**config.mk**
```make
export PLATFORM = sky130hd
export DESIGN_NAME = sn3d_front
export DESIGN_NICKNAME = d
export VERILOG_FILES = /design/src/hdl/sn3d_pkg.sv /design/src/hdl/sn3d_front.sv
export SDC_FILE = /design/constraint.sdc
export NUM_CORES = 2
export LEC_CHECK = 0
export BUFFER_PORTS_ARGS = -buffer_cell sky130_fd_sc_hd__buf_4
export CAP_MARGIN = 10
export CORE_MARGIN = 1
export CORE_UTILIZATION = 60
export CTS_BUF_LIST = sky130_fd_sc_hd__clkbuf_4
export DETAILED_ROUTE_END_ITERATION = 8
export GPL_TIMING_DRIVEN = 0
export PLACE_DENSITY = 0.79
export SYNTH_ARGS = -nofsm -noshare
export SYNTH_HDL_FRONTEND = slang
export SYNTH_SLANG_ARGS = --single-unit
```
**constraint.sdc**
```tcl
create_clock -name clock -period 20.8 [get_ports clock]
set_input_delay 2.08 -clock clock [delete_from_list [all_inputs] [get_ports clock]]
set_output_delay 2.08 -clock clock [all_outputs]
set_load 0.03 [all_outputs]
```
**src/hdl/sn3d_pkg.sv**
```systemverilog
// Shared constants, tables, types and helpers of the 3D simplex noise block.
`default_nettype none

package sn3d_pkg;

   // Number formats.
   localparam int COORD_FRAC_BITS = 16;
   localparam int OUT_FRAC_BITS   = 15;
   localparam int OFF_W           = 22;
   localparam int CELL_W          = 8;

   // Lattice step and simplex denominator, both over the coordinate scale.
   localparam logic [OFF_W-1:0] UNIT  = OFF_W'(1 << COORD_FRAC_BITS);
   localparam logic [OFF_W-1:0] DENOM = OFF_W'(6 << COORD_FRAC_BITS);

   // Floor division by three of the skewed cell sum, done with a bias and a reciprocal.
   localparam logic [19:0] FLOOR3_BIAS_W = 20'd262146;
   localparam logic [18:0] FLOOR3_BIAS_Q = 19'd87382;
   localparam logic [19:0] RECIP3_CELL   = 20'd699051;
   localparam int          RECIP3_CELL_SH = 21;

   // Falloff: 0.5 - r^2 over D^2 is 18 * U^2.
   localparam logic signed [45:0] HALF_D2 = 46'sd77309411328;
   localparam logic [20:0] RECIP9 = 21'd1864136;
   localparam int          RECIP9_SH = 24;

   // Final scaling: floor(sum / (6 * 2^(COORD_FRAC_BITS + 25 - OUT_FRAC_BITS))).
   localparam int RES_SHIFT = COORD_FRAC_BITS + 26 - OUT_FRAC_BITS;
   localparam logic [23:0] FLOOR3_BIAS_R = 24'd4194306;
   localparam logic signed [23:0] FLOOR3_BIAS_RQ = 24'sd1398102;
   localparam logic [23:0] RECIP3_RES = 24'd11184811;
   localparam int          RECIP3_RES_SH = 25;

   // Output clamp.
   localparam logic signed [23:0] SAT_HI = 24'sd32767 < 24'((1 << OUT_FRAC_BITS) - 1)
                                           ? 24'sd32767 : 24'((1 << OUT_FRAC_BITS) - 1);
   localparam logic signed [23:0] SAT_LO = -24'sd32768 > -24'(1 << OUT_FRAC_BITS)
                                           ? -24'sd32768 : -24'(1 << OUT_FRAC_BITS);

   // Gradient codes.
   localparam logic [3:0] G_PX_PY = 4'd0;
   localparam logic [3:0] G_NX_PY = 4'd1;
   localparam logic [3:0] G_PX_NY = 4'd2;
   localparam logic [3:0] G_NX_NY = 4'd3;
   localparam logic [3:0] G_PX_PZ = 4'd4;
   localparam logic [3:0] G_NX_PZ = 4'd5;
   localparam logic [3:0] G_PX_NZ = 4'd6;
   localparam logic [3:0] G_NX_NZ = 4'd7;
   localparam logic [3:0] G_PY_PZ = 4'd8;
   localparam logic [3:0] G_NY_PZ = 4'd9;
   localparam logic [3:0] G_PY_NZ = 4'd10;
   localparam logic [3:0] G_NY_NZ = 4'd11;

   // Permutation table of the hash.
   localparam logic [7:0] PERM_ROM [256] = '{
      8'd151, 8'd160, 8'd137, 8'd91, 8'd90, 8'd15, 8'd131, 8'd13, 8'd201, 8'd95,
      8'd96, 8'd53, 8'd194, 8'd233, 8'd7, 8'd225, 8'd140, 8'd36, 8'd103, 8'd30,
      8'd69, 8'd142, 8'd8, 8'd99, 8'd37, 8'd240, 8'd21, 8'd10, 8'd23,
      8'd190, 8'd6, 8'd148, 8'd247, 8'd120, 8'd234, 8'd75, 8'd0, 8'd26, 8'd197,
      8'd62, 8'd94, 8'd252, 8'd219, 8'd203, 8'd117, 8'd35, 8'd11, 8'd32, 8'd57,
      8'd177, 8'd33,
      8'd88, 8'd237, 8'd149, 8'd56, 8'd87, 8'd174, 8'd20, 8'd125, 8'd136, 8'd171,
      8'd168, 8'd68, 8'd175, 8'd74, 8'd165, 8'd71, 8'd134, 8'd139, 8'd48, 8'd27,
      8'd166,
      8'd77, 8'd146, 8'd158, 8'd231, 8'd83, 8'd111, 8'd229, 8'd122, 8'd60, 8'd211,
      8'd133, 8'd230, 8'd220, 8'd105, 8'd92, 8'd41, 8'd55, 8'd46, 8'd245, 8'd40,
      8'd244,
      8'd102, 8'd143, 8'd54, 8'd65, 8'd25, 8'd63, 8'd161, 8'd1, 8'd216, 8'd80,
      8'd73, 8'd209, 8'd76, 8'd132, 8'd187, 8'd208, 8'd89, 8'd18, 8'd169, 8'd200,
      8'd196,
      8'd135, 8'd130, 8'd116, 8'd188, 8'd159, 8'd86, 8'd164, 8'd100, 8'd109, 8'd198,
      8'd173, 8'd186, 8'd3, 8'd64, 8'd52, 8'd217, 8'd226, 8'd250, 8'd124, 8'd123,
      8'd5, 8'd202, 8'd38, 8'd147, 8'd118, 8'd126, 8'd255, 8'd82, 8'd85, 8'd212,
      8'd207, 8'd206, 8'd59, 8'd227, 8'd47, 8'd16, 8'd58, 8'd17, 8'd182, 8'd189,
      8'd28, 8'd42,
      8'd223, 8'd183, 8'd170, 8'd213, 8'd119, 8'd248, 8'd152, 8'd2, 8'd44, 8'd154,
      8'd163, 8'd70, 8'd221, 8'd153, 8'd101, 8'd155, 8'd167, 8'd43, 8'd172, 8'd9,
      8'd129, 8'd22, 8'd39, 8'd253, 8'd19, 8'd98, 8'd108, 8'd110, 8'd79, 8'd113,
      8'd224, 8'd232, 8'd178, 8'd185, 8'd112, 8'd104, 8'd218, 8'd246, 8'd97, 8'd228,
      8'd251, 8'd34, 8'd242, 8'd193, 8'd238, 8'd210, 8'd144, 8'd12, 8'd191, 8'd179,
      8'd162, 8'd241, 8'd81, 8'd51, 8'd145, 8'd235, 8'd249, 8'd14, 8'd239, 8'd107,
      8'd49, 8'd192, 8'd214, 8'd31, 8'd181, 8'd199, 8'd106, 8'd157, 8'd184, 8'd84,
      8'd204, 8'd176, 8'd115, 8'd121, 8'd50, 8'd45, 8'd127, 8'd4, 8'd150, 8'd254,
      8'd138, 8'd236, 8'd205, 8'd93, 8'd222, 8'd114, 8'd67, 8'd29, 8'd24, 8'd72,
      8'd243, 8'd141, 8'd128, 8'd195, 8'd78, 8'd66, 8'd215, 8'd61, 8'd156, 8'd180
   };

   // One classified point: offsets from the base corner, cell and tetrahedron order.
   typedef struct packed {
      logic signed [OFF_W-1:0] x0;
      logic signed [OFF_W-1:0] y0;
      logic signed [OFF_W-1:0] z0;
      logic [CELL_W-1:0]       ii;
      logic [CELL_W-1:0]       jj;
      logic [CELL_W-1:0]       kk;
      logic                    i1;
      logic                    j1;
      logic                    k1;
      logic                    i2;
      logic                    j2;
      logic                    k2;
   } sn3d_item_type;

   // Hash value modulo 12, by reciprocal multiply.
   function automatic logic [3:0] mod12(input logic [7:0] h);
      logic [15:0] p;
      logic [7:0]  r;
      p = 16'(h) * 16'd171;
      r = h - 8'(8'(p[15:11]) * 8'd12);
      return r[3:0];
   endfunction

endpackage

`default_nettype wire

```
**src/hdl/sn3d_front.sv**
```systemverilog
// Front end: skews the point, finds the cell and orders the tetrahedron.
`default_nettype none

module sn3d_front (
   input  wire logic                  clock,
   input  wire logic                  reset,
   input  wire logic                  req_valid,
   output logic                       req_stall,
   input  wire logic signed [31:0]    req_coord_x,
   input  wire logic signed [31:0]    req_coord_y,
   input  wire logic signed [31:0]    req_coord_z,
   input  wire logic                  q_full,
   output logic                       push_valid,
   output sn3d_pkg::sn3d_item_type    push_item
);
   import sn3d_pkg::*;

   logic advance;
   logic v1_ff, v2_ff, v3_ff;
   logic signed [34:0] s_i, s_j, s_k;
   logic [19:0] w_i_in, w_j_in, w_k_in;
   logic [19:0] w_i_ff, w_j_ff, w_k_ff;
   logic [OFF_W-1:0] x1_ff, y1_ff, z1_ff, x2_ff, y2_ff, z2_ff;
   logic [39:0] p_i, p_j, p_k;
   logic [CELL_W-1:0] ci_in, cj_in, ck_in, ci_ff, cj_ff, ck_ff, ci3_ff, cj3_ff, ck3_ff;
   logic [5:0] csum;
   logic [OFF_W-1:0] x0_in, y0_in, z0_in;
   logic signed [OFF_W-1:0] x0_ff, y0_ff, z0_ff;

   // The whole front moves unless its last item cannot enter the queue.
   assign advance    = !(v3_ff && q_full);
   assign req_stall  = !advance;
   assign push_valid = v3_ff && advance;

   // Skewed cell sums, scaled down and biased for an unsigned divide by three.
   always_comb begin
      s_i = (35'(req_coord_x) <<< 2) + 35'(req_coord_y) + 35'(req_coord_z);
      s_j = 35'(req_coord_x) + (35'(req_coord_y) <<< 2) + 35'(req_coord_z);
      s_k = 35'(req_coord_x) + 35'(req_coord_y) + (35'(req_coord_z) <<< 2);
      w_i_in = 20'($signed(s_i[34:COORD_FRAC_BITS])) + FLOOR3_BIAS_W;
      w_j_in = 20'($signed(s_j[34:COORD_FRAC_BITS])) + FLOOR3_BIAS_W;
      w_k_in = 20'($signed(s_k[34:COORD_FRAC_BITS])) + FLOOR3_BIAS_W;
   end

   // Divide by three and remove the bias; only the low cell bits are kept.
   always_comb begin
      p_i = 40'(w_i_ff) * 40'(RECIP3_CELL);
      p_j = 40'(w_j_ff) * 40'(RECIP3_CELL);
      p_k = 40'(w_k_ff) * 40'(RECIP3_CELL);
      ci_in = 8'(p_i[39:RECIP3_CELL_SH]) - 8'(FLOOR3_BIAS_Q);
      cj_in = 8'(p_j[39:RECIP3_CELL_SH]) - 8'(FLOOR3_BIAS_Q);
      ck_in = 8'(p_k[39:RECIP3_CELL_SH]) - 8'(FLOOR3_BIAS_Q);
   end

   // Offsets from the base corner over D; the true values fit the offset width.
   always_comb begin
      csum  = 6'(ci_ff) + 6'(cj_ff) + 6'(ck_ff);
      x0_in = 22'(x2_ff * 22'd6) - (22'(6'(6'(ci_ff) * 6'd6)) << COORD_FRAC_BITS)
              + (22'(csum) << COORD_FRAC_BITS);
      y0_in = 22'(y2_ff * 22'd6) - (22'(6'(6'(cj_ff) * 6'd6)) << COORD_FRAC_BITS)
              + (22'(csum) << COORD_FRAC_BITS);
      z0_in = 22'(z2_ff * 22'd6) - (22'(6'(6'(ck_ff) * 6'd6)) << COORD_FRAC_BITS)
              + (22'(csum) << COORD_FRAC_BITS);
   end

   // Pipeline registers.
   always_ff @(posedge clock) begin
      if (reset) begin
         v1_ff <= 1'b0;
         v2_ff <= 1'b0;
         v3_ff <= 1'b0;
      end else if (advance) begin
         v1_ff <= req_valid;
         v2_ff <= v1_ff;
         v3_ff <= v2_ff;
      end
      if (advance) begin
         w_i_ff <= w_i_in;
         w_j_ff <= w_j_in;
         w_k_ff <= w_k_in;
         x1_ff  <= req_coord_x[OFF_W-1:0];
         y1_ff  <= req_coord_y[OFF_W-1:0];
         z1_ff  <= req_coord_z[OFF_W-1:0];
         ci_ff  <= ci_in;
         cj_ff  <= cj_in;
         ck_ff  <= ck_in;
         x2_ff  <= x1_ff;
         y2_ff  <= y1_ff;
         z2_ff  <= z1_ff;
         x0_ff  <= $signed(x0_in);
         y0_ff  <= $signed(y0_in);
         z0_ff  <= $signed(z0_in);
         ci3_ff <= ci_ff;
         cj3_ff <= cj_ff;
         ck3_ff <= ck_ff;
      end
   end

   // Tetrahedron order from the offset ranking.
   always_comb begin
      push_item    = '0;
      push_item.x0 = x0_ff;
      push_item.y0 = y0_ff;
      push_item.z0 = z0_ff;
      push_item.ii = ci3_ff;
      push_item.jj = cj3_ff;
      push_item.kk = ck3_ff;
      if (x0_ff >= y0_ff) begin
         if (y0_ff >= z0_ff) begin
            {push_item.i1, push_item.j1, push_item.k1} = 3'b100;
            {push_item.i2, push_item.j2, push_item.k2} = 3'b110;
         end else if (x0_ff >= z0_ff) begin
            {push_item.i1, push_item.j1, push_item.k1} = 3'b100;
            {push_item.i2, push_item.j2, push_item.k2} = 3'b101;
         end else begin
            {push_item.i1, push_item.j1, push_item.k1} = 3'b001;
            {push_item.i2, push_item.j2, push_item.k2} = 3'b101;
         end
      end else begin
         if (y0_ff < z0_ff) begin
            {push_item.i1, push_item.j1, push_item.k1} = 3'b001;
            {push_item.i2, push_item.j2, push_item.k2} = 3'b011;
         end else if (x0_ff < z0_ff) begin
            {push_item.i1, push_item.j1, push_item.k1} = 3'b010;
            {push_item.i2, push_item.j2, push_item.k2} = 3'b011;
         end else begin
            {push_item.i1, push_item.j1, push_item.k1} = 3'b010;
            {push_item.i2, push_item.j2, push_item.k2} = 3'b110;
         end
      end
   end

endmodule

`default_nettype wire

```
==> reports/results.txt <==
Period utilization -> 0.375
Final setup viols -> 0
Total track usage -> 0.278
Die height -> 258 um
Starting DRT DRC Count -> 1,627
Layout cells sized above 1 -> 0.0973
Fin. Hold Viols -> 0
Die ar. -> 0.0663 mm2
Min Clock Period, post-route -> 7.81 ns
Final slew viol count -> 0
Core Box Area -> 0.0645 mm2
RSZ-0062 raised after global routing -> false
First-pass GRT wire length -> 144,000 um
Met3 WL -> 5310 um
Worst Reg-to-Reg Cells -> 27
Worst path required time -> 21.39 ns
Relative slew slack -> 0.410
Largest net degree at the start of global routing -> 75
Register area share after synthesis -> 0.229
# H-tree levels -> 3
WHS -> 0.402 ns
Critical path type -> reg -> reg
Max Root-Sink Buffers -> 3
Warnings from Yosys -> 0
Setup TNS -> 0 ns
Seq cells post-synth -> 300
CP Data Arrival Time -> 8.40 ns
Pre-CTS setup slack -> 12.96 ns
CTS Sinks -> 300
Ys async rst share -> 0
Hold crit path type -> reg -> reg
Final ANT Viol Nets -> 0
Cell count after synthesis -> 3,631
Start point of the critical path -> w_j_ff[4]
Met1 Wirelength -> 39,000 um
FF-to-FF setup slack -> 12.99 ns
Cell area after synthesis -> 0.0392 mm2
Avg Cell Area, Syn -> 10.8 um2
Io pins -> 198
Post-synth top area cell -> fa_1
Capture point of the worst reg-to-reg path -> cj_ff[7]
DR vias -> 26,999
Crit path to -> cj_ff[7]
Site Rows -> 93
CTS root buffer -> clkbuf_4
Synth Flop Type -> edfxtp_1
Most common cell in the netlist -> inv_1
Worst-path fanout max -> 7
Clk slew on worst S/H paths -> 0.07 ns
DR top layer -> met5
Clock skew -> 0.0670 ns
F_max -> 128 MHz
Library cells used by synthesis -> 101
Vias in the first global route -> 27,864
CTS tree -> built
Die Wd -> 258 um
Post-CTS Resized -> 0
# DRC -> 0
Area Overhead vs Synth -> 9.60%
Worst Tran Pin Value -> 0.881 ns
Synth top area cells -> fa_1, edfxtp_1, ha_1
Worst R2R Start -> w_j_ff[4]
Drt pass-1 iters -> 6
Final WS setup -> 12.99 ns
Max-cap violations -> 0
WL final -> 89,200 um
Total CTS buffers -> 79
Post-DR wirelength/cell -> 18.4 um
Wire length on met2 -> 42,000 um
Post-CTS Setup Bufs -> 0
Skew-Pair Late Insertion Delay -> 0.88 ns
Worst setup SP type -> register
Synth top area share -> 0.231
Post-synth top cells -> inv_1, ha_1, fa_1
Initial Util -> 0.608
Post-synth EDFFs -> 297
Total congestion overflow -> 0
DPL Wire Length -> 75,600 um
Routed vias/inst -> 5.58
Final net count -> 5,151
Count of input and output buffers -> 194
Antenna violations before repair -> 11
RePlAce Congestion -> 0.952
Crit. End Element -> register
Number of hold buffers added after cts -> 0
Status -> completed
## layer usage
layer,vias up,GRT usage
met3,176,0.0418
met4,2,0.0976
met5,-,0
li1,12922,-
met2,732,0.456
met1,13167,0.377
## sequential cells by signal (all words and copies together) (netlist names)
name	cells
w_i_ff	20
z2_ff	21
w_j_ff	20
y1_ff	21
cj3_ff	8
y2_ff	21
ci_ff	8
x2_ff	21
x1_ff	21
ci3_ff	8
v2_ff	1
z0_ff	21
z1_ff	21
x0_ff	21
v3_ff	1
y0_ff	21
ck_ff	8
v1_ff	1
ck3_ff	8
w_k_ff	20
cj_ff	8
## kinds of logic after synthesis
group                    after synthesis  synth area share
AO/OA/AOI/OAI                        563            0.0979
multiplexers                           1          0.000256
other                                  1         0.0000957
buffers and inverters                725            0.0698
adder cells (fa/ha/maj)             1140             0.451
AND/OR/NAND/NOR                      547            0.0726
XOR/XNOR                             354            0.0795
flip-flops                           300             0.229
## final cells by class
class | instances | area (um2)
repair buffers | 199 | 1580
clock buffers | 107 | 803
fillers | 4933 | 21500
multi-input cells | 2608 | 27500
flip-flops and latches | 300 | 8980
inverters | 712 | 2670
diodes | 11 | 27.5
plain buffers | 13 | 60.1
well taps | 855 | 1070
clock inverters | 37 | 267
## cell usage in the layout, fill, tap and decap left out, drive strengths merged, types with 10 or more instances in the layout
master and instances:
a211oi 14, a21boi 14, a21o 97, a21oi 160, a31oi 12, and2 27
and3 24, buf 204, clkbuf 115, clkinv 32, diode 11, edfxtp 297
fa 452, ha 686, inv 715, nand2 107, nand2b 17, nand3 54
nand4 30, nor2 133, nor2b 32, nor3 54, o211ai 12, o21a 26
o21ai 89, o21bai 31, o31ai 12, o41ai 10, or2 17, or3 18
xnor2 234, xor2 120
## worst min-delay path by stage
stage | from | end | slack, ns | cells after the start
5_1_grt | x1_ff[8] | x2_ff[8] | 0.39 | 0
3_5_place_dp | x1_ff[17] | x2_ff[17] | 0.40 | 0
2_1_floorplan | ci_ff[6] | ci3_ff[6] | 0.40 | 0
3_3_place_gp | z1_ff[12] | z2_ff[12] | 0.40 | 0
6_report | y1_ff[11] | y2_ff[11] | 0.40 | 0
4_1_cts | x1_ff[8] | x2_ff[8] | 0.41 | 0
## critical path, stage by stage, from the launching register on
cell,delay [ns]
edfxtp_1,0.57
ha_1,0.35
xnor2_1,0.19
fa_1,0.53
inv_1,0.05
fa_1,0.49
inv_1,0.05
fa_1,0.47
inv_1,0.05
fa_1,0.54
inv_1,0.06
fa_1,0.49
inv_1,0.04
ha_1,0.31
a21o_1,0.18
a21o_1,0.17
a221oi_1,0.50
o21bai_1,0.14
a221o_1,0.37
a21oi_1,0.18
xnor2_1,0.26
ha_1,0.29
o22ai_1,0.10
a221oi_1,0.30
o31a_1,0.30
o41ai_1,0.10
o2bb2a_1,0.31
xnor2_1,0.15
## through the flow
step | area [um2] | utilization | instances
after floorplan | 39200 | - | 3633
after global routing | 42900 | 0.666 | 4842
after CTS | 42900 | 0.666 | 4831
after global placement | 41700 | 0.647 | 4682
after detailed placement | 41800 | 0.649 | 4687
final | 42900 | 0.666 | 4842
Power is left out: the tool's default activity adds up to more than one toggle a clock period on the data nets, which glitch-free logic cannot reach.
