--- config.mk ---
export PLATFORM = sky130hd
export DESIGN_NAME = sn3d_queue
export DESIGN_NICKNAME = d
export VERILOG_FILES = /design/src/hdl/sn3d_pkg.sv /design/src/hdl/sn3d_queue.sv
export SDC_FILE = /design/constraint.sdc
export NUM_CORES = 1
export LEC_CHECK = 0
export CELL_PAD_IN_SITES_DETAIL_PLACEMENT = 2
export CELL_PAD_IN_SITES_GLOBAL_PLACEMENT = 2
export CORE_ASPECT_RATIO = 1.75
export CORE_MARGIN = 2
export CORE_UTILIZATION = 40
export DETAILED_ROUTE_END_ITERATION = 6
export DONT_BUFFER_PORTS = 1
export PLACE_DENSITY_LB_ADDON = 0.1
export SLEW_MARGIN = 20
export SYNTH_ARGS = -nofsm -noshare
export SYNTH_HDL_FRONTEND = slang
export SYNTH_SLANG_ARGS = --single-unit
--- constraint.sdc ---
create_clock -name clock -period 4.3 [get_ports clock]
set_input_delay 0.43 -clock clock [delete_from_list [all_inputs] [get_ports clock]]
set_output_delay 0.43 -clock clock [all_outputs]
set_load 0.005 [all_outputs]
--- src/hdl/sn3d_pkg.sv ---
// Shared constants, tables, types and helpers of the 3D simplex noise block.
`default_nettype none

package sn3d_pkg;

   // Number formats.
   localparam int COORD_FRAC_BITS = 16;
   localparam int OUT_FRAC_BITS   = 15;
   localparam int OFF_W           = 22;
   localparam int CELL_W          = 8;

   // Lattice step and simplex denominator, both over the coordinate scale.
   localparam logic [OFF_W-1:0] UNIT  = OFF_W'(1 << COORD_FRAC_BITS);
   localparam logic [OFF_W-1:0] DENOM = OFF_W'(6 << COORD_FRAC_BITS);

   // Floor division by three of the skewed cell sum, done with a bias and a reciprocal.
   localparam logic [19:0] FLOOR3_BIAS_W = 20'd262146;
   localparam logic [18:0] FLOOR3_BIAS_Q = 19'd87382;
   localparam logic [19:0] RECIP3_CELL   = 20'd699051;
   localparam int          RECIP3_CELL_SH = 21;

   // Falloff: 0.5 - r^2 over D^2 is 18 * U^2.
   localparam logic signed [45:0] HALF_D2 = 46'sd77309411328;
   localparam logic [20:0] RECIP9 = 21'd1864136;
   localparam int          RECIP9_SH = 24;

   // Final scaling: floor(sum / (6 * 2^(COORD_FRAC_BITS + 25 - OUT_FRAC_BITS))).
   localparam int RES_SHIFT = COORD_FRAC_BITS + 26 - OUT_FRAC_BITS;
   localparam logic [23:0] FLOOR3_BIAS_R = 24'd4194306;
   localparam logic signed [23:0] FLOOR3_BIAS_RQ = 24'sd1398102;
   localparam logic [23:0] RECIP3_RES = 24'd11184811;
   localparam int          RECIP3_RES_SH = 25;

   // Output clamp.
   localparam logic signed [23:0] SAT_HI = 24'sd32767 < 24'((1 << OUT_FRAC_BITS) - 1)
                                           ? 24'sd32767 : 24'((1 << OUT_FRAC_BITS) - 1);
   localparam logic signed [23:0] SAT_LO = -24'sd32768 > -24'(1 << OUT_FRAC_BITS)
                                           ? -24'sd32768 : -24'(1 << OUT_FRAC_BITS);

   // Gradient codes.
   localparam logic [3:0] G_PX_PY = 4'd0;
   localparam logic [3:0] G_NX_PY = 4'd1;
   localparam logic [3:0] G_PX_NY = 4'd2;
   localparam logic [3:0] G_NX_NY = 4'd3;
   localparam logic [3:0] G_PX_PZ = 4'd4;
   localparam logic [3:0] G_NX_PZ = 4'd5;
   localparam logic [3:0] G_PX_NZ = 4'd6;
   localparam logic [3:0] G_NX_NZ = 4'd7;
   localparam logic [3:0] G_PY_PZ = 4'd8;
   localparam logic [3:0] G_NY_PZ = 4'd9;
   localparam logic [3:0] G_PY_NZ = 4'd10;
   localparam logic [3:0] G_NY_NZ = 4'd11;

   // Permutation table of the hash.
   localparam logic [7:0] PERM_ROM [256] = '{
      8'd151, 8'd160, 8'd137, 8'd91, 8'd90, 8'd15, 8'd131, 8'd13, 8'd201, 8'd95,
      8'd96, 8'd53, 8'd194, 8'd233, 8'd7, 8'd225, 8'd140, 8'd36, 8'd103, 8'd30,
      8'd69, 8'd142, 8'd8, 8'd99, 8'd37, 8'd240, 8'd21, 8'd10, 8'd23,
      8'd190, 8'd6, 8'd148, 8'd247, 8'd120, 8'd234, 8'd75, 8'd0, 8'd26, 8'd197,
      8'd62, 8'd94, 8'd252, 8'd219, 8'd203, 8'd117, 8'd35, 8'd11, 8'd32, 8'd57,
      8'd177, 8'd33,
      8'd88, 8'd237, 8'd149, 8'd56, 8'd87, 8'd174, 8'd20, 8'd125, 8'd136, 8'd171,
      8'd168, 8'd68, 8'd175, 8'd74, 8'd165, 8'd71, 8'd134, 8'd139, 8'd48, 8'd27,
      8'd166,
      8'd77, 8'd146, 8'd158, 8'd231, 8'd83, 8'd111, 8'd229, 8'd122, 8'd60, 8'd211,
      8'd133, 8'd230, 8'd220, 8'd105, 8'd92, 8'd41, 8'd55, 8'd46, 8'd245, 8'd40,
      8'd244,
      8'd102, 8'd143, 8'd54, 8'd65, 8'd25, 8'd63, 8'd161, 8'd1, 8'd216, 8'd80,
      8'd73, 8'd209, 8'd76, 8'd132, 8'd187, 8'd208, 8'd89, 8'd18, 8'd169, 8'd200,
      8'd196,
      8'd135, 8'd130, 8'd116, 8'd188, 8'd159, 8'd86, 8'd164, 8'd100, 8'd109, 8'd198,
      8'd173, 8'd186, 8'd3, 8'd64, 8'd52, 8'd217, 8'd226, 8'd250, 8'd124, 8'd123,
      8'd5, 8'd202, 8'd38, 8'd147, 8'd118, 8'd126, 8'd255, 8'd82, 8'd85, 8'd212,
      8'd207, 8'd206, 8'd59, 8'd227, 8'd47, 8'd16, 8'd58, 8'd17, 8'd182, 8'd189,
      8'd28, 8'd42,
      8'd223, 8'd183, 8'd170, 8'd213, 8'd119, 8'd248, 8'd152, 8'd2, 8'd44, 8'd154,
      8'd163, 8'd70, 8'd221, 8'd153, 8'd101, 8'd155, 8'd167, 8'd43, 8'd172, 8'd9,
      8'd129, 8'd22, 8'd39, 8'd253, 8'd19, 8'd98, 8'd108, 8'd110, 8'd79, 8'd113,
      8'd224, 8'd232, 8'd178, 8'd185, 8'd112, 8'd104, 8'd218, 8'd246, 8'd97, 8'd228,
      8'd251, 8'd34, 8'd242, 8'd193, 8'd238, 8'd210, 8'd144, 8'd12, 8'd191, 8'd179,
      8'd162, 8'd241, 8'd81, 8'd51, 8'd145, 8'd235, 8'd249, 8'd14, 8'd239, 8'd107,
      8'd49, 8'd192, 8'd214, 8'd31, 8'd181, 8'd199, 8'd106, 8'd157, 8'd184, 8'd84,
      8'd204, 8'd176, 8'd115, 8'd121, 8'd50, 8'd45, 8'd127, 8'd4, 8'd150, 8'd254,
      8'd138, 8'd236, 8'd205, 8'd93, 8'd222, 8'd114, 8'd67, 8'd29, 8'd24, 8'd72,
      8'd243, 8'd141, 8'd128, 8'd195, 8'd78, 8'd66, 8'd215, 8'd61, 8'd156, 8'd180
   };

   // One classified point: offsets from the base corner, cell and tetrahedron order.
   typedef struct packed {
      logic signed [OFF_W-1:0] x0;
      logic signed [OFF_W-1:0] y0;
      logic signed [OFF_W-1:0] z0;
      logic [CELL_W-1:0]       ii;
      logic [CELL_W-1:0]       jj;
      logic [CELL_W-1:0]       kk;
      logic                    i1;
      logic                    j1;
      logic                    k1;
      logic                    i2;
      logic                    j2;
      logic                    k2;
   } sn3d_item_type;

   // Hash value modulo 12, by reciprocal multiply.
   function automatic logic [3:0] mod12(input logic [7:0] h);
      logic [15:0] p;
      logic [7:0]  r;
      p = 16'(h) * 16'd171;
      r = h - 8'(8'(p[15:11]) * 8'd12);
      return r[3:0];
   endfunction

endpackage

`default_nettype wire

--- src/hdl/sn3d_queue.sv ---
// Four-entry queue of classified items between the front and back ends.
`default_nettype none

module sn3d_queue (
   input  wire logic                     clock,
   input  wire logic                     reset,
   input  wire logic                     push_valid,
   input  wire sn3d_pkg::sn3d_item_type  push_item,
   output logic                          q_full,
   input  wire logic                     pop,
   output logic                          q_empty,
   output sn3d_pkg::sn3d_item_type       pop_item
);
   import sn3d_pkg::*;

   sn3d_item_type entry_ff [4];
   logic [1:0] wr_ptr_ff, rd_ptr_ff;
   logic [2:0] count_ff;
   logic       do_pop;

   assign q_full   = (count_ff == 3'd4);
   assign q_empty  = (count_ff == 3'd0);
   assign do_pop   = pop && !q_empty;
   assign pop_item = entry_ff[rd_ptr_ff];

   // Storage.
   always_ff @(posedge clock) begin
      if (push_valid) begin
         entry_ff[wr_ptr_ff] <= push_item;
      end
   end

   // Pointers and fill count.
   always_ff @(posedge clock) begin
      if (reset) begin
         wr_ptr_ff <= 2'd0;
         rd_ptr_ff <= 2'd0;
         count_ff  <= 3'd0;
      end else begin
         if (push_valid) begin
            wr_ptr_ff <= wr_ptr_ff + 2'd1;
         end
         if (do_pop) begin
            rd_ptr_ff <= rd_ptr_ff + 2'd1;
         end
         count_ff <= count_ff + 3'(push_valid) - 3'(do_pop);
      end
   end

endmodule

`default_nettype wire

==> impl_metrics.env, run 1 <==
export IMPL_synth_adder_area_share_pct=0.6637
export IMPL_initial_utilization_pct=40.59
export IMPL_min_path_cells=2
export IMPL_synth_cells=547
export IMPL_remaining_drc_errors=0
export IMPL_grt_setup_unrepaired="false"
export IMPL_layout_drive_gt1_share_pct=24.11
export IMPL_synth_top_family_by_area="multiplexers"
export IMPL_wl_met1_microns=10720
export IMPL_ys_top_cells_by_area="edfxtp_1, mux4_2, dfxtp_1"
export IMPL_clk_latency_ns=0.52
export IMPL_final_antenna_net_count=0
export IMPL_highest_layer="met4"
export IMPL_nFillCells=3085
export IMPL_grt_max_degree=56
export IMPL_crit_required_ns=3.87
export IMPL_min_period_over_period_pct=67.63
export IMPL_yosys_area_share_simple_pct=0.5502
export IMPL_cts_made_buffers=38
export IMPL_worstMarginPinSlew_ns=0.9361
export IMPL_drtIter0Drc=291
export IMPL_synthXorXnorAreaFrac_pct=0.2183
export IMPL_htree_levels=2
export IMPL_rows=91
export IMPL_r2r_cells=4
export IMPL_synth_top_area_share_pct=80.48
export IMPL_p_switching_uw=2091
export IMPL_setup_viol=0
export IMPL_io_pins=198
export IMPL_cts_tree="built"
export IMPL_fin_util_pct=48.19
export IMPL_ys_seq_elements=393
export IMPL_ys_seq_area_share_pct=81.74
export IMPL_fmax_mhz=343.9
export IMPL_wl_per_cell_microns=26.22
export IMPL_cts_resized=0
export IMPL_grt_use_total_pct=16.79
export IMPL_multi_input_area_sq_um=2439
export IMPL_finalHoldViolations=0
export IMPL_met2WireLength_microns=17310
export IMPL_cts_max_path_buffers=3
export IMPL_synth_mux_area_share_pct=15.40
export IMPL_syn_avg_cell_area_sq_um=26.19
export IMPL_finalClockSkew_ns=0.01296
export IMPL_hpwlAfterDp_microns=18470
export IMPL_dr_total_vias=6099
export IMPL_synth_top_area_cell="edfxtp_1"
export IMPL_die_x_microns=147.1
export IMPL_drv_cap=0
export IMPL_period_needed_ns=2.908
export IMPL_pwr_share_comb_pct=13.4
export IMPL_peakVddDrop_mv=0.3292
export IMPL_layout_area_overhead_vs_synth_pct=18.71
export IMPL_die_area_sq_um=37410
export IMPL_fin_tns_setup_ns=0
export IMPL_core_area_sq_um=35300
export IMPL_swShare_pct=23.37
export IMPL_drv_slew=0
export IMPL_synth_compound_area_share_pct=0.1223
export IMPL_die_h_microns=254.4
export IMPL_synth_area_sq_um=14330
export IMPL_first_pass_iters=4
export IMPL_path_class="reg2out"
export IMPL_power_density_nw_per_um2=526.1
export IMPL_root_buffer="clkbuf_16"
export IMPL_yosys_warnings=0
export IMPL_start_kind="flip-flop"
export IMPL_path_max_fanout=31
export IMPL_routed_wl_microns=30590
export IMPL_routed_via_density=5.226
export IMPL_syn_nets=654
export IMPL_grt_overflow_total=0
export IMPL_slew_limit_headroom_pct=37.59
export IMPL_worstHoldStart="push_valid"
export IMPL_seq_area_sq_um=11720
export IMPL_endpoint_kind="primary output"
export IMPL_grt_pass1_vias=7072
export IMPL_antenna_found_initial=1
export IMPL_p_int_uw=6858
export IMPL_rrSetupSlack_ns=2.10
export IMPL_power_frac_seq_pct=51.1
export IMPL_wl_met3_microns=1818
export IMPL_p_leak_uw=0.005306
export IMPL_synth_cell_types=22
export IMPL_grt_pass1_wl_microns=46130
export IMPL_clkSinkCount=393
export IMPL_regToRegStartpoint="wr_ptr_ff[0]$_SDFFE_PP0P_"
export IMPL_rr_endpoint="entry_ff[2][70]$_DFFE_PP_"
export IMPL_place_congestion=0.7029
export IMPL_clk_pin_slew_ns=0.06
export IMPL_hold_path_end="wr_ptr_ff[0]$_SDFFE_PP0P_"
export IMPL_portBuffers=0
export IMPL_arrival_ns=2.48
export IMPL_hold_class="in2reg"
export IMPL_power_frac_clock_pct=35.5
export IMPL_nNetsFinal=780
export IMPL_status="completed"
-- layer usage --
| layer | track usage, % | vias up |
|---|---|---|
| met5 | 0 | - |
| met4 | 5.247 | 0 |
| met3 | 4.580 | 48 |
| met2 | 31.26 | 174 |
| met1 | 18.63 | 3280 |
| li1 | - | 2597 |
-- registers in the layout (all words and copies together), names as in the netlist, named ones only --
register,count
count_ff,3
entry_ff,384
rd_ptr_ff,2
wr_ptr_ff,2
-- cells in the mapped netlist, drive strengths merged --
library cell	number
and2	4
buf	17
clkbuf	6
dfxtp	9
edfxtp	384
fa	1
ha	6
inv	5
mux2	3
mux2i	1
mux4	96
nor2	6
nor2b	3
nor3	1
nor3b	1
o311ai	1
o31a	1
xnor2	1
xnor3	1
-- power by group through the flow --
stage | clock network [uW] | registers (uW) | logic (uW)
finish | 3170 | 4580 | 1200
global route | 3410 | 4610 | 1310
CTS | 3260 | 4590 | 1250
detailed placement | 0 | 4670 | 1130
global placement | 0 | 4650 | 1120
floorplan | 0 | 4550 | 986
-- timing repair --
| item | in CTS | in global routing |
|---|---|---|
| buffers inserted | 0 | 0 |
| hold endpoints to repair | 389 | 0 |
| hold buffers | 97 | 0 |
-- logic make-up (layout without fill, tap and decap cells) --
group,count (synthesis),in the layout
AO/OA/AOI/OAI,2,2
XOR/XNOR,2,2
adder cells (fa/ha/maj),7,7
buffers and inverters,28,182
flip-flops,393,393
multiplexers,100,100
other,0,1
AND/OR/NAND/NOR,15,15
-- critical path: stages, from the launching register on --
cell and delay [ns]:
dfxtp_4 0.79, buf_4 0.51, mux4_2 0.61
-- cells in the final DEF, fill, tap and decap left out --
cell           synthesis  routed
dfxtp_4                0       2
nor3b_1                1       1
mux4_2                96      96
bufinv_16              0       2
and2_4                 0       4
nor3_1                 1       1
xnor2_1                1       1
nor2_1                 6       6
mux2_2                 3       3
clkinv_1               0       7
clkbuf_1               6       9
inv_6                  0       1
ha_1                   6       6
dfxtp_1                9       7
edfxtp_1             384     384
diode_2                0       1
clkbuf_16              0      39
buf_12                 1       1
o31a_1                 1       1
dlygate4sd3_1          0      97
mux2i_1                1       1
xnor3_1                1       1
fa_1                   1       1
buf_4                  0      11
clkinvlp_4             0       1
o311ai_0               1       1
inv_1                  5       5
clkbuf_8               0       2
nor2b_1                3       3
clkinv_2               0       7
-- area by class of cell --
type / count / area share (%)
sequential: 393 / 68.90
multi-input combinational: 126 / 14.34
timing repair buffer: 109 / 6.312
clock buffer: 50 / 6.098
tap: 465 / 3.421
clock inverter: 18 / 0.8092
inverter: 5 / 0.1103
antenna: 1 / 0.01471
-- stage by stage --
step | setup WS, ns | instances | power (uW) | hold slack, ns | instance area, sq um
final | 1.392 | 1167 | 8949 | 0.07928 | 17010
after global routing | 1.143 | 1167 | 9330 | 0.06079 | 17010
after CTS | 1.259 | 1166 | 9103 | 0.05227 | 17010
after detailed placement | 1.845 | 1001 | 5802 | 0.5031 | 14860
after global placement | 1.867 | 1001 | 5770 | 0.4995 | 14860
after floorplan | 1.071 | 547 | 5533 | 0.5136 | 14330
-- how the worst max path moves through the flow --
stage                              start                       end  slack (ns)  cells after the start
3_5_place_dp                   flip-flop              pop_item[90]        1.85                      2
3_3_place_gp                   flip-flop              pop_item[90]        1.87                      2
4_1_cts                        flip-flop              pop_item[90]        1.26                      2
5_1_grt                        flip-flop              pop_item[90]        1.14                      2
2_1_floorplan  wr_ptr_ff[0]$_SDFFE_PP0P_  entry_ff[0][0]$_DFFE_PP_        1.07                      3
6_report                       flip-flop              pop_item[24]        1.39                      2
Note: power is estimated with default switching activity, not from simulation.
==> inputs of run 2 (changes only) <==
Clock period 4.3 ns to 2.4 ns, I/O delays scaled along.
==> run 2 against run 1 <==
Compared with the run above:
- utilization grew 0.68 points
- sequential power grew 76%
- sequential cell count is the same
- clock-buffer cell count shrank 5
- register-to-register slack lost 1.8 ns
- sequential share of layout area shrank 0.96 points
- critical path depth is the same
- via count shrank 1.2%
- clock power grew 89%
- non-clock buffer count grew 5
- die area is the same
==> impl_metrics.env, run 2 (synthesis results as in run 1) <==
export IMPL_clk_pin_slew_ns=0.06
export IMPL_grt_overflow_total=0
export IMPL_cts_tree="built"
export IMPL_reg_largest_list="entry_ff x384, count_ff x3"
export IMPL_cp_slowest_cell="mux4_2"
export IMPL_cts_made_buffers=37
export IMPL_start_kind="flip-flop"
export IMPL_path_max_fanout=57
export IMPL_p_leak_uw=0.005388
export IMPL_layout_drive_gt1_share_pct=24.15
export IMPL_path_cells="buf_12, mux4_2"
export IMPL_antenna_found_initial=2
export IMPL_die_area_sq_um=37410
export IMPL_rr_endpoint="count_ff[2]$_SDFF_PP0_"
export IMPL_io_pins=198
export IMPL_portBuffers=0
export IMPL_htree_levels=2
export IMPL_hpwlAfterDp_microns=18060
export IMPL_fin_tns_setup_ns=0
export IMPL_wl_per_cell_microns=25.79
export IMPL_hold_path_end="rd_ptr_ff[0]$_SDFFE_PP0P_"
export IMPL_nNetsFinal=784
export IMPL_fmax_mhz=451.1
export IMPL_setup_viol=0
export IMPL_worstHoldStart="pop"
export IMPL_cpPeakStageDelay_ns=0.63
export IMPL_holdWs_ns=0.08314
export IMPL_clkSinkCount=393
export IMPL_routed_via_density=5.152
export IMPL_r2r_cells=8
export IMPL_final_area_sq_um=17250
export IMPL_min_period_over_period_pct=92.36
export IMPL_largest_reg_flops=384
export IMPL_regToRegStartpoint="count_ff[1]$_SDFF_PP0_"
export IMPL_drv_slew=0
export IMPL_period_needed_ns=2.217
export IMPL_first_pass_iters=4
export IMPL_layout_area_overhead_vs_synth_pct=20.39
export IMPL_endpoint_kind="primary output"
export IMPL_die_x_microns=147.1
export IMPL_drtIter0Drc=229
export IMPL_min_path_cells=2
export IMPL_arrival_ns=1.98
export IMPL_dpl_cell_area_sq_um=15010
export IMPL_hold_class="in2reg"
export IMPL_finalHoldViolations=0
export IMPL_crit_required_ns=2.16
export IMPL_status="completed"
export IMPL_place_congestion=0.6817
export IMPL_rrSetupSlack_ns=0.35
export IMPL_finalClockSkew_ns=0.01677
export IMPL_layout_common_cells="edfxtp_1, dlygate4sd3_1, mux4_2"
export IMPL_grt_setup_unrepaired="false"
export IMPL_die_h_microns=254.4
export IMPL_drv_cap=0
export IMPL_root_buffer="clkbuf_16"
export IMPL_final_cells=1170
export IMPL_grt_use_total_pct=16.29
export IMPL_rows=91
export IMPL_grt_max_degree=62
export IMPL_core_area_sq_um=35300
export IMPL_cts_max_path_buffers=3
export IMPL_nFillCells=3077
export IMPL_grt_pass1_wl_microns=45110
export IMPL_path_class="reg2out"
export IMPL_slew_limit_headroom_pct=63.31
export IMPL_postCtsSetupRepairBufs=0
export IMPL_peakVddDrop_mv=0.6271
export IMPL_top_register="entry_ff"
export IMPL_final_antenna_net_count=0
export IMPL_routed_wl_microns=30170
export IMPL_clk_latency_ns=0.52
export IMPL_dp_cells=1004
export IMPL_worstMarginPinSlew_ns=0.5503
export IMPL_dr_total_vias=6028
export IMPL_power_density_nw_per_um2=951.6
export IMPL_remaining_drc_errors=0
export IMPL_final_common_cell="edfxtp_1"
export IMPL_initial_utilization_pct=40.59
export IMPL_cpLargestDelayFamily="multiplexers"
export IMPL_grt_pass1_vias=6981
export IMPL_path_buf_inv=1
-- run 2: cell types whose count changed in the layout (fill, tap and decap cells not counted) --
cell,before,now
dlygate4sd3_1,97,99
buf_4,11,4
buf_12,1,11
bufinv_16,2,6
clkbuf_8,2,0
clkinv_2,7,3
clkinv_1,7,10
clkbuf_1,9,6
-- run 2: stage by stage --
stage               worst slack [ns]  utilization, %  total power [uW]
floorplan                     0.2309               -              9897
global placement              0.4626           42.52             10380
detailed placement            0.3289           42.52             10470
CTS                           0.1024           48.86             16730
global route                 0.04910           48.87             17070
finish                        0.1834           48.87             16410
-- run 2: report_power, final --
part / internal [uW] / switching (uW) / total [uW]
combinational: 1170 / 1180 / 2350
clock: 3600 / 2400 / 6000
sequential: 7910 / 154 / 8060
-- run 2: routing by layer --
| metal | routed length (microns) | vias up | global-route usage (%) |
|---|---|---|---|
| li1 | - | 2605 | - |
| met1 | 11250 | 3226 | 19.12 |
| met2 | 16760 | 156 | 29.88 |
| met3 | 1506 | 39 | 3.667 |
| met4 | 646 | 2 | 4.863 |
| met5 | 16 | - | 0 |
-- run 2: cell type report --
cell class                      instances  area, sq um  area share (%)
Sequential cell                       393        11720           67.94
Multi-Input combinational cell        126         2439           14.14
Timing Repair Buffer                  114         1241           7.196
Clock buffer                           45        998.5           5.788
Tap cell                              465        581.8           3.373
Clock inverter                         21        249.0           1.443
Inverter                                5        18.77          0.1088
Antenna cell                            1        2.502         0.01451
-- run 2: worst max path at each step --
stage	cells after the start	slack, ns	end
floorplan	3	0.23	entry_ff[2][0]$_DFFE_PP_
global placement	8	0.46	count_ff[2]$_SDFF_PP0_
detailed placement	8	0.33	count_ff[2]$_SDFF_PP0_
CTS	2	0.10	pop_item[28]
global route	2	0.05	pop_item[28]
finish	2	0.18	pop_item[28]
-- run 2: repair_timing --
action | in CTS | in global routing
hold buffers | 99 | 0
endpoints found under the hold margin | 393 | 0
resized for setup | 0 | 0
==> inputs of run 3 (changes only) <==
Clock period 2.4 ns to 2 ns, I/O delays scaled along.
==> run 3 against run 2 <==
Compared with the run above:
- the run now ends with setup timing left
- largest power group unchanged
- worst hold slack improved by 0.11 ns
- critical path depth grew 1
- largest cell class unchanged
- non-clock buffer count increased by 28
==> impl_metrics.env, run 3 (synthesis results as in run 1) <==
export IMPL_finalClockSkew_ns=0.01467
export IMPL_status="complete, but fails checks"
export IMPL_slew_limit_headroom_pct=68.45
export IMPL_grt_pass1_vias=7183
export IMPL_peakVddDrop_mv=0.8980
export IMPL_drtIter0Drc=328
export IMPL_grt_setup_unrepaired="true"
export IMPL_globalRouteMet3Util_pct=4.097
export IMPL_clkSinkCount=393
export IMPL_routed_wl_microns=33550
export IMPL_grt_max_degree=40
export IMPL_path_max_fanout=6
export IMPL_endpoint_kind="primary output"
export IMPL_initial_utilization_pct=40.59
export IMPL_largest_reg_flops=384
export IMPL_antenna_found_initial=3
export IMPL_drv_slew=0
export IMPL_grt_pass1_wl_microns=48970
export IMPL_top_register="entry_ff"
export IMPL_htree_levels=2
export IMPL_first_pass_iters=4
export IMPL_nNetsFinal=813
export IMPL_hold_class="in2reg"
export IMPL_layout_common_cells="edfxtp_1, dlygate4sd3_1, mux4_2"
export IMPL_wl_per_cell_microns=28.03
export IMPL_grtUsageMet1_pct=20.60
export IMPL_path_class="reg2out"
export IMPL_grt_use_total_pct=18.07
export IMPL_rrSetupSlack_ns=0.07
export IMPL_core_area_sq_um=35300
export IMPL_rows=91
export IMPL_start_kind="flip-flop"
export IMPL_arrival_ns=1.88
export IMPL_portBuffers=0
export IMPL_r2r_cells=8
export IMPL_cts_tree="built"
export IMPL_layout_drive_gt1_share_pct=27.63
export IMPL_clk_latency_ns=0.52
export IMPL_die_h_microns=254.4
export IMPL_fin_ws_ns=-0.07534
export IMPL_fin_util_pct=50.29
export IMPL_remaining_drc_errors=0
export IMPL_grt_busiest_layer="met2"
export IMPL_min_path_cells=2
export IMPL_dr_total_vias=6256
export IMPL_grt_overflow_total=0
export IMPL_root_buffer="clkbuf_16"
export IMPL_period_needed_ns=2.075
export IMPL_layout_area_overhead_vs_synth_pct=23.89
export IMPL_fin_tns_setup_ns=-2.634
export IMPL_worstMarginPinSlew_ns=0.4673
export IMPL_grt_util_met2_pct=33.66
export IMPL_violations="setup timing"
export IMPL_final_common_cell="edfxtp_1"
export IMPL_drv_cap=0
export IMPL_min_period_over_period_pct=103.8
export IMPL_total_power_uw=20540
export IMPL_crit_required_ns=1.80
export IMPL_finalHoldViolations=0
export IMPL_cts_made_buffers=38
export IMPL_fmax_mhz=481.8
export IMPL_final_cells=1197
export IMPL_routed_via_density=5.226
export IMPL_p_leak_uw=0.005627
export IMPL_place_congestion=0.6981
export IMPL_final_antenna_net_count=0
export IMPL_die_x_microns=147.1
export IMPL_die_area_sq_um=37410
export IMPL_dp_cells=1015
export IMPL_hpwlAfterDp_microns=19190
export IMPL_setup_viol=76
export IMPL_cts_max_path_buffers=3
export IMPL_reg_largest_list="entry_ff x384, count_ff x3"
export IMPL_io_pins=198
export IMPL_clk_pin_slew_ns=0.06
export IMPL_power_density_nw_per_um2=1157
==> run 3: per-stage QoR <==
| step | worst slack (ns) | cell area (sq um) | hold WS, ns |
|---|---|---|---|
| finish | -0.07534 | 17750 | 0.1968 |
| global route | -0.1425 | 17750 | 0.1787 |
| CTS | -0.1464 | 17590 | 0.05928 |
| detailed placement | 0.005424 | 15170 | 0.2765 |
| global placement | 0.1340 | 15170 | 0.2695 |
| floorplan | 0.09954 | 14340 | 0.2989 |
==> run 3: worst max-delay path, cell delays in order, from the launching register on <==
cell	delay [ns]
dfxtp_4	0.44
buf_16	0.18
clkbuf_16	0.17
mux4_2	0.55
==> run 3: final timing paths <==
| kind | startpoint | to |
|---|---|---|
| max | flip-flop | pop_item[63] |
| min | push_valid | entry_ff[3][86]$_DFFE_PP_ |
| max reg2reg | count_ff[1]$_SDFF_PP0_ | count_ff[2]$_SDFF_PP0_ |
| min reg2reg | rd_ptr_ff[1]$_SDFFE_PP0P_ | rd_ptr_ff[1]$_SDFFE_PP0P_ |
==> run 3: per-layer routing <==
metal / wire, microns / part of all wire, % / vias up
li1: - / - / 2674
met1: 11980 / 36 / 3358
met2: 19070 / 57 / 170
met3: 1646 / 4.9 / 50
met4: 830 / 2.5 / 4
met5: 21 / 0.063 / -
==> run 3: repair_timing <==
item                                   4_1_cts  5_1_grt
setup endpoints to repair                   79       95
gates resized for setup                     10       12
pin swaps                                    1        1
hold buffers                               100        0
buffers inserted                             4        5
gates cloned                                 4        4
endpoints found under the hold margin      393        0
==> run 3: final cells by class <==
| type | instances | area, sq um |
|---|---|---|
| fill | 3039 | 17550 |
| inverter | 5 | 18.77 |
| clock inverter | 18 | 225.2 |
| multi-input combinational | 126 | 2441 |
| timing repair buffer | 142 | 1755 |
| antenna | 1 | 2.502 |
| tap | 465 | 581.8 |
| sequential | 393 | 11720 |
| clock buffer | 47 | 1006 |
==> run 3: report_power, final <==
group          internal (uW)  total, uW  switching [uW]
clock                   4230       7210            2980
combinational           1960       3660            1700
sequential              9490       9670             179
